[config.mk]
export PLATFORM = sky130hd
export DESIGN_NAME = char_lcd_refresh_encoder_flat
export DESIGN_NICKNAME = d
export VERILOG_FILES = /design/src/hw/rtl/clre_pkg.sv /design/src/hw/rtl/clre_ifs.sv /design/src/hw/rtl/clre_ram.sv /design/src/hw/rtl/clre_dp.sv /design/src/hw/rtl/clre_ctrl.sv /design/src/hw/rtl/char_lcd_refresh_encoder.sv /design/src/flat_wrapper.sv
export VERILOG_INCLUDE_DIRS = /design/src /design/src/hw/rtl
export SDC_FILE = /design/constraint.sdc
export NUM_CORES = 2
export LEC_CHECK = 0
export ABC_CLOCK_PERIOD_IN_PS = 4430
export BUFFER_PORTS_ARGS = -buffer_cell sky130_fd_sc_hd__buf_2
export CORE_AREA = 3 3 454 456
export DETAILED_ROUTE_END_ITERATION = 7
export DIE_AREA = 0 0 457 459
export PLACE_DENSITY_LB_ADDON = 0.08
export SYNTH_ARGS = -nofsm -noshare
export SYNTH_HDL_FRONTEND = slang
export SYNTH_HIERARCHICAL = 1
export SYNTH_SLANG_ARGS = --single-unit
[constraint.sdc]
create_clock -name clk -period 4.43 [get_ports clk]
set_input_delay 0.443 -clock clk [delete_from_list [all_inputs] [get_ports clk]]
set_output_delay 0.443 -clock clk [all_outputs]
set_load 0.02 [all_outputs]
[src/hw/rtl/char_lcd_refresh_encoder_macros.svh]
// Assertion macros used by the controller of the character display refresh encoder.
`ifndef CHAR_LCD_REFRESH_ENCODER_MACROS_SVH
`define CHAR_LCD_REFRESH_ENCODER_MACROS_SVH

// Same-cycle implication, sampled on clk, off while rst_n is low.
`define CLRE_ASSERT_NOW(lbl, ante, cons, msg) \
  lbl: assert property (@(posedge clk) disable iff (!rst_n) (ante) |-> (cons)) \
    else $error(msg);

// Next-cycle implication, sampled on clk, off while rst_n is low.
`define CLRE_ASSERT_NEXT(lbl, ante, cons, msg) \
  lbl: assert property (@(posedge clk) disable iff (!rst_n) (ante) |=> (cons)) \
    else $error(msg);

`endif

[src/hw/rtl/clre_pkg.sv]
// Constants, codes, types and tables of the character display refresh encoder.
package clre_pkg;

  localparam int unsigned MAX_COLUMNS = 40;
  localparam int unsigned MAX_ROWS    = 4;
  localparam int unsigned STORE_DEPTH = MAX_ROWS * MAX_COLUMNS;
  localparam int unsigned ADDR_W      = $clog2(STORE_DEPTH);

  localparam int unsigned CFG_IDX_W  = 3;
  localparam int unsigned CFG_DATA_W = 16;

  // Configuration register indexes
  localparam logic [CFG_IDX_W-1:0] CFG_COLUMN_COUNT        = 3'd0;
  localparam logic [CFG_IDX_W-1:0] CFG_ROW_COUNT           = 3'd1;
  localparam logic [CFG_IDX_W-1:0] CFG_BACKLIGHT_ON        = 3'd2;
  localparam logic [CFG_IDX_W-1:0] CFG_CUSTOM_ORDER_ENABLE = 3'd3;
  localparam logic [CFG_IDX_W-1:0] CFG_CUSTOM_ORDER        = 3'd4;

  // Request codes
  localparam logic [1:0] REQ_WRITE = 2'd0;
  localparam logic [1:0] REQ_STEP  = 2'd1;
  localparam logic [1:0] REQ_CLEAR = 2'd2;

  // Expander bit assignments and display constants
  localparam logic [7:0] SIG_BL    = 8'h08;
  localparam logic [7:0] SIG_EN    = 8'h04;
  localparam logic [7:0] SIG_RS    = 8'h01;
  localparam logic [7:0] CMD_DDRAM = 8'h80;
  localparam logic [7:0] NIB_HI    = 8'hf0;
  localparam logic [7:0] SPACE     = 8'h20;

  localparam logic [15:0] ORDER_TWO_ROWS  = 16'h7710;
  localparam logic [15:0] ORDER_FOUR_ROWS = 16'h2103;

  // Clamp limits for the column and row counts
  localparam logic [6:0] COLS_MIN = 7'd16;
  localparam logic [6:0] COLS_MAX = 7'(MAX_COLUMNS);
  localparam logic [2:0] ROWS_MIN = 3'd2;
  localparam logic [2:0] ROWS_MAX = 3'(MAX_ROWS);

  // Six expander bytes per slot
  localparam int unsigned  BYTE_IDX_W = 3;
  localparam logic [BYTE_IDX_W-1:0] LAST_BYTE = 3'd5;
  localparam logic [BYTE_IDX_W-1:0] HI_EN_BYTE = 3'd1;
  localparam logic [BYTE_IDX_W-1:0] LO_FIRST_BYTE = 3'd3;
  localparam logic [BYTE_IDX_W-1:0] LO_EN_BYTE = 3'd4;

  typedef struct packed {
    logic                  wr;
    logic                  clr;
    logic                  step;
    logic                  load;
    logic [BYTE_IDX_W-1:0] byte_idx;
  } clre_cmd_t;

  function automatic logic [7:0] row_offset(input logic [1:0] row);
    logic [7:0] off;
    case (row)
      2'd0:    off = 8'h00;
      2'd1:    off = 8'h40;
      2'd2:    off = 8'h14;
      2'd3:    off = 8'h54;
      default: off = 8'h00;
    endcase
    return off;
  endfunction

endpackage

[src/hw/rtl/clre_ifs.sv]
// Valid/ready channel interfaces for request items and expander bytes.
interface clre_in_if;
  logic       valid;
  logic       ready;
  logic [1:0] req_type;
  logic [1:0] text_row;
  logic [5:0] text_col;
  logic [7:0] char_code;

  modport source(output valid, req_type, text_row, text_col, char_code, input ready);
  modport sink(input valid, req_type, text_row, text_col, char_code, output ready);
endinterface

interface clre_out_if;
  logic       valid;
  logic       ready;
  logic [7:0] expander_byte;
  logic       last;
  logic       row_end;
  logic [7:0] frame_count;

  modport source(output valid, expander_byte, last, row_end, frame_count, input ready);
  modport sink(input valid, expander_byte, last, row_end, frame_count, output ready);
endinterface

[src/hw/rtl/clre_ram.sv]
// Generic single-port-write, single-port-read RAM with registered read data.
module clre_ram #(
  parameter int unsigned WIDTH = 8,
  parameter int unsigned DEPTH = 160
) (
  input  logic                     clk,
  input  logic                     we,
  input  logic [$clog2(DEPTH)-1:0] waddr,
  input  logic [WIDTH-1:0]         wdata,
  input  logic                     re,
  input  logic [$clog2(DEPTH)-1:0] raddr,
  output logic [WIDTH-1:0]         rdata
);

  logic [WIDTH-1:0] mem [DEPTH];

  always_ff @(posedge clk) begin
    if (we) begin
      mem[waddr] <= wdata;
    end
    if (re) begin
      rdata <= mem[raddr];
    end
  end

endmodule

[src/hw/rtl/clre_dp.sv]
// Datapath: configuration, text store, refresh counters and byte formatting.
module clre_dp (
  input  logic                                 clk,
  input  logic                                 rst_n,
  input  logic                                 cfg_we,
  input  logic [clre_pkg::CFG_IDX_W-1:0]       cfg_index,
  input  logic [clre_pkg::CFG_DATA_W-1:0]      cfg_data,
  input  clre_pkg::clre_cmd_t                  cmd,
  input  logic [1:0]                           text_row,
  input  logic [5:0]                           text_col,
  input  logic [7:0]                           char_code,
  output logic [7:0]                           expander_byte,
  output logic                                 last,
  output logic                                 row_end,
  output logic [7:0]                           frame_count
);

  localparam int unsigned AW = clre_pkg::ADDR_W;

  // Configuration registers
  logic [5:0]  column_count_r;
  logic [2:0]  row_count_r;
  logic        backlight_r;
  logic        order_en_r;
  logic [15:0] order_r;

  always_ff @(posedge clk) begin
    if (!rst_n) begin
      column_count_r <= 6'd16;
      row_count_r    <= 3'd2;
      backlight_r    <= 1'b1;
      order_en_r     <= 1'b0;
      order_r        <= 16'h0000;
    end else if (cfg_we) begin
      case (cfg_index)
        clre_pkg::CFG_COLUMN_COUNT:        column_count_r <= cfg_data[5:0];
        clre_pkg::CFG_ROW_COUNT:           row_count_r    <= cfg_data[2:0];
        clre_pkg::CFG_BACKLIGHT_ON:        backlight_r    <= cfg_data[0];
        clre_pkg::CFG_CUSTOM_ORDER_ENABLE: order_en_r     <= cfg_data[0];
        clre_pkg::CFG_CUSTOM_ORDER:        order_r        <= cfg_data[15:0];
        default: ;
      endcase
    end
  end

  // Clamped counts
  logic [6:0] cols;
  logic [2:0] rows;

  always_comb begin
    if ({1'b0, column_count_r} < clre_pkg::COLS_MIN) begin
      cols = clre_pkg::COLS_MIN;
    end else if ({1'b0, column_count_r} > clre_pkg::COLS_MAX) begin
      cols = clre_pkg::COLS_MAX;
    end else begin
      cols = {1'b0, column_count_r};
    end
    if (row_count_r < clre_pkg::ROWS_MIN) begin
      rows = clre_pkg::ROWS_MIN;
    end else if (row_count_r > clre_pkg::ROWS_MAX) begin
      rows = clre_pkg::ROWS_MAX;
    end else begin
      rows = row_count_r;
    end
  end

  // Text store: RAM plus one valid bit per entry; an invalid entry reads as a space
  logic [clre_pkg::STORE_DEPTH-1:0] valid_r;
  logic          wr_ok;
  logic [AW-1:0] wr_addr;
  logic [AW-1:0] rd_addr;
  logic [7:0]    ram_q;

  assign wr_ok   = cmd.wr && (32'(text_row) < clre_pkg::MAX_ROWS) && ({1'b0, text_col} < cols);
  assign wr_addr = AW'(text_row) * AW'(clre_pkg::MAX_COLUMNS) + AW'(text_col);

  always_ff @(posedge clk) begin
    if (!rst_n) begin
      valid_r <= '0;
    end else if (cmd.clr) begin
      valid_r <= '0;
    end else if (wr_ok) begin
      valid_r[wr_addr] <= 1'b1;
    end
  end

  // Refresh counters
  logic [2:0] row_r,    row_nxt;
  logic [5:0] slot_r,   slot_nxt;
  logic [7:0] frames_r, frames_nxt;

  logic        slot_zero;
  logic        wrap;
  logic [2:0]  cmd_row;
  logic [15:0] order;
  logic [15:0] order_sh;
  logic [2:0]  trow;
  logic [5:0]  col;
  logic        use_ram;
  logic        step_row_end;

  always_comb begin
    slot_zero = (slot_r == 6'd0);
    wrap      = (row_r >= rows);
    cmd_row   = wrap ? 3'd0 : row_r;
    if (order_en_r) begin
      order = order_r;
    end else if (rows == clre_pkg::ROWS_MIN) begin
      order = clre_pkg::ORDER_TWO_ROWS;
    end else begin
      order = clre_pkg::ORDER_FOUR_ROWS;
    end
    order_sh     = order >> {row_r[1:0], 2'b00};
    trow         = order_sh[2:0];
    col          = slot_r - 6'd1;
    use_ram      = backlight_r && (32'(trow) < clre_pkg::MAX_ROWS) &&
                   (32'(col) < clre_pkg::MAX_COLUMNS);
    rd_addr      = AW'(trow) * AW'(clre_pkg::MAX_COLUMNS) + AW'(col);
    step_row_end = !slot_zero && ({1'b0, slot_r} >= cols);

    row_nxt    = row_r;
    slot_nxt   = slot_r;
    frames_nxt = frames_r;
    if (slot_zero) begin
      if (wrap) begin
        row_nxt    = 3'd0;
        frames_nxt = frames_r + 8'd1;
      end
      slot_nxt = 6'd1;
    end else if (step_row_end) begin
      slot_nxt = 6'd0;
      row_nxt  = row_r + 3'd1;
    end else begin
      slot_nxt = slot_r + 6'd1;
    end
  end

  always_ff @(posedge clk) begin
    if (!rst_n) begin
      row_r    <= 3'd0;
      slot_r   <= 6'd0;
      frames_r <= 8'd0;
    end else if (cmd.step) begin
      row_r    <= row_nxt;
      slot_r   <= slot_nxt;
      frames_r <= frames_nxt;
    end
  end

  clre_ram #(
    .WIDTH (8),
    .DEPTH (clre_pkg::STORE_DEPTH)
  ) u_store (
    .clk   (clk),
    .we    (wr_ok),
    .waddr (wr_addr),
    .wdata (char_code),
    .re    (cmd.step),
    .raddr (rd_addr),
    .rdata (ram_q)
  );

  // Slot payload, captured at the step and resolved after the store read
  logic       is_cmd_r;
  logic [7:0] cmd_val_r;
  logic       take_ram_r;
  logic [7:0] sig_r;
  logic       row_end_r;
  logic [7:0] val_r;

  always_ff @(posedge clk) begin
    if (cmd.step) begin
      is_cmd_r   <= slot_zero;
      cmd_val_r  <= clre_pkg::CMD_DDRAM | clre_pkg::row_offset(cmd_row[1:0]);
      take_ram_r <= use_ram && valid_r[rd_addr];
      sig_r      <= (slot_zero ? 8'h00 : clre_pkg::SIG_RS) |
                    (backlight_r ? clre_pkg::SIG_BL : 8'h00);
      row_end_r  <= step_row_end;
    end
    if (cmd.load) begin
      if (is_cmd_r) begin
        val_r <= cmd_val_r;
      end else if (take_ram_r) begin
        val_r <= ram_q;
      end else begin
        val_r <= clre_pkg::SPACE;
      end
    end
  end

  // Byte formatting: high nibble on bytes 0..2, low nibble on 3..5, EN on the middle byte of each
  logic [7:0] nib;
  logic       en_byte;

  always_comb begin
    nib     = (cmd.byte_idx < clre_pkg::LO_FIRST_BYTE) ? (val_r & clre_pkg::NIB_HI)
                                                        : {val_r[3:0], 4'h0};
    en_byte = (cmd.byte_idx == clre_pkg::HI_EN_BYTE) || (cmd.byte_idx == clre_pkg::LO_EN_BYTE);
    expander_byte = nib | sig_r | (en_byte ? clre_pkg::SIG_EN : 8'h00);
    last          = (cmd.byte_idx == clre_pkg::LAST_BYTE);
  end

  assign row_end     = row_end_r;
  assign frame_count = frames_r;

endmodule

[src/hw/rtl/clre_ctrl.sv]
// Controller: request acceptance, store read wait and six-byte output sequencing.
`include "char_lcd_refresh_encoder_macros.svh"

module clre_ctrl (
  input  logic                clk,
  input  logic                rst_n,
  input  logic                in_valid,
  input  logic [1:0]          in_req_type,
  output logic                in_ready,
  output logic                out_valid,
  input  logic                out_ready,
  output clre_pkg::clre_cmd_t cmd
);

  localparam logic [1:0] ST_IDLE = 2'd0;
  localparam logic [1:0] ST_LOAD = 2'd1;
  localparam logic [1:0] ST_EMIT = 2'd2;

  logic [1:0]                      state_r, state_nxt;
  logic [clre_pkg::BYTE_IDX_W-1:0] byte_idx_r, byte_idx_nxt;
  logic                            acc;
  logic                            out_xfer;

  assign in_ready  = (state_r == ST_IDLE);
  assign out_valid = (state_r == ST_EMIT);
  assign acc       = in_valid && in_ready;
  assign out_xfer  = out_valid && out_ready;

  always_comb begin
    cmd.wr       = acc && (in_req_type == clre_pkg::REQ_WRITE);
    cmd.clr      = acc && (in_req_type == clre_pkg::REQ_CLEAR);
    cmd.step     = acc && (in_req_type == clre_pkg::REQ_STEP);
    cmd.load     = (state_r == ST_LOAD);
    cmd.byte_idx = byte_idx_r;
  end

  always_comb begin
    state_nxt    = state_r;
    byte_idx_nxt = byte_idx_r;
    case (state_r)
      ST_IDLE: begin
        if (cmd.step) begin
          state_nxt = ST_LOAD;
        end
      end
      ST_LOAD: begin
        state_nxt    = ST_EMIT;
        byte_idx_nxt = '0;
      end
      ST_EMIT: begin
        if (out_xfer) begin
          if (byte_idx_r == clre_pkg::LAST_BYTE) begin
            state_nxt = ST_IDLE;
          end else begin
            byte_idx_nxt = byte_idx_r + 1'b1;
          end
        end
      end
      default: begin
        state_nxt = ST_IDLE;
      end
    endcase
  end

  always_ff @(posedge clk) begin
    if (!rst_n) begin
      state_r    <= ST_IDLE;
      byte_idx_r <= '0;
    end else begin
      state_r    <= state_nxt;
      byte_idx_r <= byte_idx_nxt;
    end
  end

  `CLRE_ASSERT_NEXT(a_step_loads, cmd.step, state_r == ST_LOAD, "step did not start a store read")
  `CLRE_ASSERT_NEXT(a_load_emits, state_r == ST_LOAD, out_valid && byte_idx_r == '0, "slot did not start at byte 0")
  `CLRE_ASSERT_NEXT(a_stall_holds, out_valid && !out_ready, out_valid && $stable(byte_idx_r), "byte index moved during stall")
  `CLRE_ASSERT_NEXT(a_last_frees, out_xfer && byte_idx_r == clre_pkg::LAST_BYTE, in_ready, "input not freed after last byte")

endmodule

[src/hw/rtl/char_lcd_refresh_encoder.sv]
// Top level of the character display refresh encoder.
// Character display refresh encoder for a 4-bit display behind an I2C port
// expander. A request on in_ch is one of: write character (stored at
// text_row/text_col, dropped when the column is at or past the clamped
// column count), clear (whole text store back to spaces, done at once
// through per-entry valid bits, so there is no clearing pass after reset),
// or step, which emits the next refresh slot as six expander bytes on
// out_ch: high nibble then low nibble, each as plain / with EN / plain.
// Slot 0 of a physical row is the DDRAM address command; the remaining
// slots are characters with RS set, taken from the text row chosen by the
// row order map. Write, clear and unknown requests complete at acceptance.
// A step is accepted, waits in the load state for the registered text
// store read, then makes six output transfers, with in_ch ready again in
// the cycle after the sixth byte transfers; in_ch is not ready while a
// step is in progress. frame_count carries the number of completed frames,
// updated at the step that wraps the row counter. Configuration is written
// through cfg_we/cfg_index/cfg_data; the user must write it only while the
// block is idle, as the block itself does not enforce this.
module char_lcd_refresh_encoder (
  input  logic                            clk,
  input  logic                            rst_n,
  input  logic                            cfg_we,
  input  logic [clre_pkg::CFG_IDX_W-1:0]  cfg_index,
  input  logic [clre_pkg::CFG_DATA_W-1:0] cfg_data,
  clre_in_if.sink                         in_ch,
  clre_out_if.source                      out_ch
);

  clre_pkg::clre_cmd_t cmd;

  // Sequence accepts, the store read wait and the six byte transfers
  clre_ctrl u_ctrl (
    .clk         (clk),
    .rst_n       (rst_n),
    .in_valid    (in_ch.valid),
    .in_req_type (in_ch.req_type),
    .in_ready    (in_ch.ready),
    .out_valid   (out_ch.valid),
    .out_ready   (out_ch.ready),
    .cmd         (cmd)
  );

  // Hold configuration, text store and counters; format each byte
  clre_dp u_dp (
    .clk           (clk),
    .rst_n         (rst_n),
    .cfg_we        (cfg_we),
    .cfg_index     (cfg_index),
    .cfg_data      (cfg_data),
    .cmd           (cmd),
    .text_row      (in_ch.text_row),
    .text_col      (in_ch.text_col),
    .char_code     (in_ch.char_code),
    .expander_byte (out_ch.expander_byte),
    .last          (out_ch.last),
    .row_end       (out_ch.row_end),
    .frame_count   (out_ch.frame_count)
  );

endmodule

[src/flat_wrapper.sv]
// flat-port wrapper written by rule: the top's interface ports become plain ports
module char_lcd_refresh_encoder_flat 
  (clk, rst_n, cfg_we, cfg_index, cfg_data, in_ch_valid, in_ch_req_type, in_ch_text_row, in_ch_text_col, in_ch_char_code, in_ch_ready, out_ch_valid, out_ch_expander_byte, out_ch_last, out_ch_row_end, out_ch_frame_count, out_ch_ready);
  clre_in_if in_ch_i ();
  clre_out_if out_ch_i ();
  input  logic clk;
  input  logic rst_n;
  input  logic cfg_we;
  input  logic [clre_pkg::CFG_IDX_W-1:0] cfg_index;
  input  logic [clre_pkg::CFG_DATA_W-1:0] cfg_data;
  input wire logic [$bits(in_ch_i.valid)-1:0] in_ch_valid;
  input wire logic [$bits(in_ch_i.req_type)-1:0] in_ch_req_type;
  input wire logic [$bits(in_ch_i.text_row)-1:0] in_ch_text_row;
  input wire logic [$bits(in_ch_i.text_col)-1:0] in_ch_text_col;
  input wire logic [$bits(in_ch_i.char_code)-1:0] in_ch_char_code;
  output wire logic [$bits(in_ch_i.ready)-1:0] in_ch_ready;
  output wire logic [$bits(out_ch_i.valid)-1:0] out_ch_valid;
  output wire logic [$bits(out_ch_i.expander_byte)-1:0] out_ch_expander_byte;
  output wire logic [$bits(out_ch_i.last)-1:0] out_ch_last;
  output wire logic [$bits(out_ch_i.row_end)-1:0] out_ch_row_end;
  output wire logic [$bits(out_ch_i.frame_count)-1:0] out_ch_frame_count;
  input wire logic [$bits(out_ch_i.ready)-1:0] out_ch_ready;
  assign in_ch_i.valid = in_ch_valid;
  assign in_ch_i.req_type = in_ch_req_type;
  assign in_ch_i.text_row = in_ch_text_row;
  assign in_ch_i.text_col = in_ch_text_col;
  assign in_ch_i.char_code = in_ch_char_code;
  assign in_ch_ready = in_ch_i.ready;
  assign out_ch_valid = out_ch_i.valid;
  assign out_ch_expander_byte = out_ch_i.expander_byte;
  assign out_ch_last = out_ch_i.last;
  assign out_ch_row_end = out_ch_i.row_end;
  assign out_ch_frame_count = out_ch_i.frame_count;
  assign out_ch_i.ready = out_ch_ready;
  char_lcd_refresh_encoder u_core (.clk(clk), .rst_n(rst_n), .cfg_we(cfg_we), .cfg_index(cfg_index), .cfg_data(cfg_data), .in_ch(in_ch_i), .out_ch(out_ch_i));
endmodule
[After elaboration in Yosys (flattened, before gate mapping)]
Memories as Yosys holds them, arrays and structs flattened. A register that Yosys moved wholly into a read port is not among the register bits.
Index checks and enable logic that the tools add are counted.
Cells by class
  $add $sub $neg: 7
  multiply operators: 2
  magnitude comparators: 13
  eq/ne operators: 20
  shifts and indexed selects: 1
  mux-type cells: 31
  bitwise gates (word level): 5
  reduce and logical (&&, ||, !) cells: 31
Operators with widths (count)
  160-bit OR: 1
  7-bit case mux with 4 select lines: 1
  3-bit 2-to-1 mux: 8
  6-bit 2-to-1 mux: 4
  8-bit by 9-bit < comparator with 1-bit output (second input constant): 2
  8-bit by 6-bit adder with 8-bit output: 2
  16-bit 2-to-1 mux: 1
  8-bit 2-to-1 mux: 2
  16-bit by 4-bit right shift with 3-bit output: 1
  15-bit 2-to-1 mux: 1
  2-bit AND reduction: 6
  3-bit AND reduction: 4
  1-bit logical AND: 11
  3-bit by 2-bit equality test with 1-bit output (second input constant): 3
  3-bit equality test (second input constant): 3
  8-bit by 1-bit adder with 8-bit output (second input constant): 1
  1-bit binary-select mux with 8-bit select: 1
  1-bit demux with 8-bit select: 1
  2-bit equality test (second input constant): 4
  8-bit by 1-bit >= comparator with 1-bit output (second input constant): 1
  8-bit by 3-bit OR with 8-bit output: 1
  8-bit OR: 1
  6-bit by 7-bit >= comparator with 1-bit output: 1
  6-bit by 7-bit < comparator with 1-bit output: 1
  other kinds (31): 48
Storage, ports and cells
  register bits after elaboration: 235
  memory bits (writable): 1280
  input bits: 42
  output and inout bits: 20
  memories: 1
Memories
  u_core.u_dp.u_store.mem: words 160, width 8, rd ports 1, clocked after memory_dff 1, write ports 1, line clre_ram.sv:15  | logic [WIDTH-1:0] mem [DEPTH];

[Logic depth before layout (Yosys ltp)]
  depth in word-level cells: 12
  mapped depth: 19
  mapped depth without buffers: 17

[By module]
The synthesis kept the hierarchy.
By module, submodules not included
  clre_ram: instances 1, cells an instance 2489, area each 50462.1 µm², seq. area each 38677.1 µm²
  clre_dp: instances 1, cells an instance 1054, area each 9815.7 µm², seq. area each 4454.3 µm²
  clre_ctrl: instances 1, cells an instance 33, area each 285.3 µm², seq. area each 100.1 µm²

[Least setup slack after synthesis]
OpenSTA, ideal clock, no wires.
  path kind: register to register
  from: register u_core.u_dp.slot_r[0]
  to: register u_core.u_dp.u_store.rdata[4], read port of u_core.u_dp.u_store.mem (data pin)
  library setup time: 0.259 ns
  arrival time: 3.821 ns
  required time: 4.171 ns
  slack: 0.350 ns
  stages on the path, launching flop included: 18
  buffers on the path: 5
  period minus slack after synthesis: 4.080 ns
  cell sequence: dfxtp_1 -> buf_6 -> buf_6 -> buf_4 -> inv_2 -> ha_1 -> nor3b_1 -> xnor2_1 -> fa_1 -> inv_1 -> inv_1 -> clkbuf_1 -> clkbuf_1 -> o21ai_0 -> a2111oi_0 -> nor3_1 -> nand3_1 -> nor3_1
Between the ends
  cells in the longest elaborated chain, start to end: 2
Ends and longest elaborated chain
  start, declared: line clre_dp.sv:89  | logic [5:0] slot_r, slot_nxt;
  start signal, assigned: line clre_dp.sv:145  | slot_r <= slot_nxt;
  6-bit by 1-bit subtractor with 6-bit output: line clre_dp.sv:115  | col = slot_r - 6'd1;
  net u_core.u_dp.col[0]: line clre_dp.sv:98  | logic [5:0] col;
  8-bit by 6-bit adder with 8-bit output: line clre_dp.sv:118  | rd_addr = AW'(trow) * AW'(clre_pkg::MAX_COLUMNS) + AW'(col);
  net u_core.u_dp.rd_addr[4]: line clre_dp.sv:71  | logic [AW-1:0] rd_addr;
  end, declared: line clre_ram.sv:12  | output logic [WIDTH-1:0] rdata
The timed path passes the listed nets, and every way through them passes these cells.
A chain may end at the register's enable or synchronous reset.

[Worst setup path in the final report]
  from: register u_core.u_dp.row_r[0]
  to: register u_core.u_dp.u_store.rdata[7], read port of u_core.u_dp.u_store.mem (data pin)
Between the ends
  cells in the longest elaborated chain, start to end: 3
Ends and longest elaborated chain
  start, declared: line clre_dp.sv:88  | logic [2:0] row_r, row_nxt;
  start signal, assigned: line clre_dp.sv:144  | row_r <= row_nxt;
  16-bit by 4-bit right shift with 3-bit output: line clre_dp.sv:113  | order_sh = order >> {row_r[1:0], 2'b00};
  3-bit by 3-bit multiplier with 5-bit output: line clre_dp.sv:118
  8-bit by 6-bit adder with 8-bit output: line clre_dp.sv:118
  net u_core.u_dp.rd_addr[7]: line clre_dp.sv:71
The timed path passes the listed nets, and every way through them passes these cells.

==> run summary <==
status - complete, no violations
Iter 0 DRT Violations - 2731
Cells after DPL - 6440
met2 WL post-DR - 87880 um
clk sinks - 1508
Bufs on Longest Clock Path - 3
synthesized net count - 3648
die width - 457 um
max_slew headroom - 0.1824
DRC violations left - 0
Area after DPL - 0.06585 sq mm
Ports - 62
Mapped Avg Cell Area - 16.94 sq um
M1 wire length - 89830 um
initial antenna violation count - 9
Seq/Total Area, Yosys - 0.7138
CTS tree - done
Yosys cell types - 69
htree depth - 4
Synth warnings - 6
Final Critical Period - 4.155 ns
Clock Pin Slew Worst Setup and Hold Paths - 0.06 ns
Min Hold Slack - 0.05385 ns
Post-Route Setup TNS - 0 ns
post-route cell area - 0.07165 sq mm
layout cell share with drive strength beyond 1 - 0.2332
cell with the most instances after synthesis - edfxtp_1
unrepaired setup endpoints after global routing - true
ANT nets after route - 0
clk_skew - 0.03113 ns
initial cell density of the core - 0.2997
max-slew violation count - 0
Finished Layout Cells - 6776
routability cong. - 0.8742
drt first pass iters - 5
clock buffer count from CTS - 172
Core Footprint - 0.2021 sq mm
EDFF count, synth - 1303
maxcap violations - 0
final-stage net count - 4036
Synth async-reset ratio - 0
WP data required - 5.01 ns
Leak - 24.53 nW
Routed WL - 187500 um
ratio of final minimum period to clock period - 0.9378
maximum fanout along the worst path - 8
Setup crit end kind - flip-flop
cell count after synthesis - 3576
first-pass GRT wire length - 267700 um
hold crit path type - in2reg
power per cell area - 446.7 mW/mm^2
FP Rows - 165
DR top layer - met4
Final HPWL DP - 121500 um
final hold vios - 0
DR vias/cell - 4.989
routed wl met3 - 6533 um
clk root buf - clkbuf_16
critical path class - reg2reg
I/O Buffers - 57
cell taking the most area after synthesis - edfxtp_1
die height - 459 um
largest net degree at the start of global routing - 102
Synth area leaders - edfxtp_1, mux4_2, dfxtp_1
area of the mapped netlist - 0.06056 sq mm
setup ws final - 0.2754 ns
Worst-Skew Late Latency - 0.83 ns
most common library cells after synthesis - edfxtp_1, nor2_1, nand2_1
Area growth syn-to-layout - 18.31%
FMAX - 0.2407 GHz
die area - 0.2098 sq mm
Worst VDD drop - 0.4159 mV
vias in the first global route - 34195
Synth top area share - 0.6461
Finish-stage setup viols - 0
startpoint types - flip-flop
DR WL/cell - 27.67 um
Congestion Overflow GR - 0
Most used DFF post-synth - edfxtp_1
Setup WS pre-CTS - -0.3215 ns
Vias - 33805
Least-Margin Pin Slew - 1.222 ns
gr usage total - 0.1770
Crit path arrival time - 4.73 ns
Seq cells post-synth - 1508
power by group:
part / internal (mW) / total, mW / switching (mW)
Clock: 8.30 / 14.1 / 5.79
Combinational: 0.800 / 2.45 / 1.65
Sequential: 15.4 / 15.5 / 0.0269
Total: 24.5 / 32.0 / 7.47
cells in the final DEF (no fill, tap or decap), types with 49 or more instances in the layout:
master     synthesis  layout
dfxtp_1          205     203
nor3_1            54      50
nand2_1          257     252
clkbuf_16          0     176
buf_2             27      49
clkbuf_1         112      49
edfxtp_1        1303    1303
mux4_2           233     233
nand3_1           72      72
o21ai_0          153     149
buf_4             20     334
nor2_1           261     259
o22ai_1           55      55
mux2i_1          188     188
path summary, 6_finish.rpt:
check | start | end | slack (ns) | depth (start not counted)
hold / removal | in_ch_char_code[3] | u_core/u_dp/u_store/mem[113][3]$_DFFE_PP_ | 0.05 | 1
hold reg to reg | u_core/u_dp/valid_r[68]$_SDFFE_PP0P_ | u_core/u_dp/valid_r[68]$_SDFFE_PP0P_ | 0.45 | 2
setup / recovery | u_core/u_dp/row_r[0]$_SDFFE_PN0P_ | u_core/u_dp/u_store/rdata[7]$_DFFE_PP_ | 0.28 | 18
setup reg to reg | u_core/u_dp/row_r[0]$_SDFFE_PN0P_ | u_core/u_dp/u_store/rdata[7]$_DFFE_PP_ | 0.28 | 18
critical path: stages (launching register included):
cell and delay [ns]:
dfxtp_1 0.35, buf_4 0.19, inv_1 0.10, nand3_1 0.08, o21ai_0 0.10, o21ai_2 0.26
ha_1 0.28, ha_1 0.35, nor2b_2 0.19, o21ai_1 0.15, xor2_1 0.20, buf_4 0.17
xnor2_4 0.11, buf_12 0.16, nand2b_2 0.22, or4_1 0.59, nor3_2 0.21, buf_4 0.17
nor3_1 0.05
metal layers:
metal / GRT usage / vias to the layer above
met3: 0.02378 / 209
met1: 0.2573 / 17949
met2: 0.2819 / 652
met4: 0.04067 / 0
met5: 0 / -
li1: - / 14995
kinds of logic after synthesis:
logic type / count (synthesis) / synth area share
compound gates: 459 / 0.04931
xor+xnor: 23 / 0.003636
fa+ha+maj: 30 / 0.006446
buf+inv: 253 / 0.02277
flops: 1508 / 0.7138
mux: 509 / 0.1452
other cells: 1 / 0.00006192
simple gates: 793 / 0.05871
stage by stage:
step                      power, mW  utilization
after floorplan               16.99            -
after global placement        18.23       0.3258
after detailed placement      18.22       0.3258
after CTS                     32.48       0.3541
after global routing          33.14       0.3545
final                         32.01       0.3545
layout make-up:
| type | instances | area [sq um] |
|---|---|---|
| antenna | 4 | 10.01 |
| clock buffer | 231 | 4671 |
| clock inverter | 79 | 812.0 |
| fill | 19144 | 130500 |
| inverter | 45 | 186.4 |
| multi-input combinational | 1815 | 16100 |
| sequential | 1508 | 43230 |
| tap | 2672 | 3343 |
| timing repair buffer | 422 | 3293 |
sequential cells by signal (all words and copies together) (netlist names), 2 cells and up:
signal and count:
u_core/u_dp/u_store/rdata 8, u_core/u_dp/row_count_r 3, u_core/u_dp/cmd_val_r 2, u_core/u_dp/u_store/mem 1280
u_core/u_dp/sig_r 2, u_core/u_ctrl/byte_idx_r 3, u_core/u_dp/slot_r 6, u_core/u_dp/order_r 12
u_core/u_dp/valid_r 160, u_core/u_dp/column_count_r 6, u_core/u_dp/val_r 8, u_core/u_dp/frame_count 8
u_core/u_dp/row_r 3, u_core/u_ctrl/state_r 2
what timing repair did:
action                                  CTS  global route
buffers inserted                          4             1
hold endpoints to repair                 28             0
endpoints found under the setup margin    8             8
hold buffers                             17             0
pin swaps                                 2             8
gates resized for setup                   5            21
No activity file was read; power rests on OpenSTA's default activity.
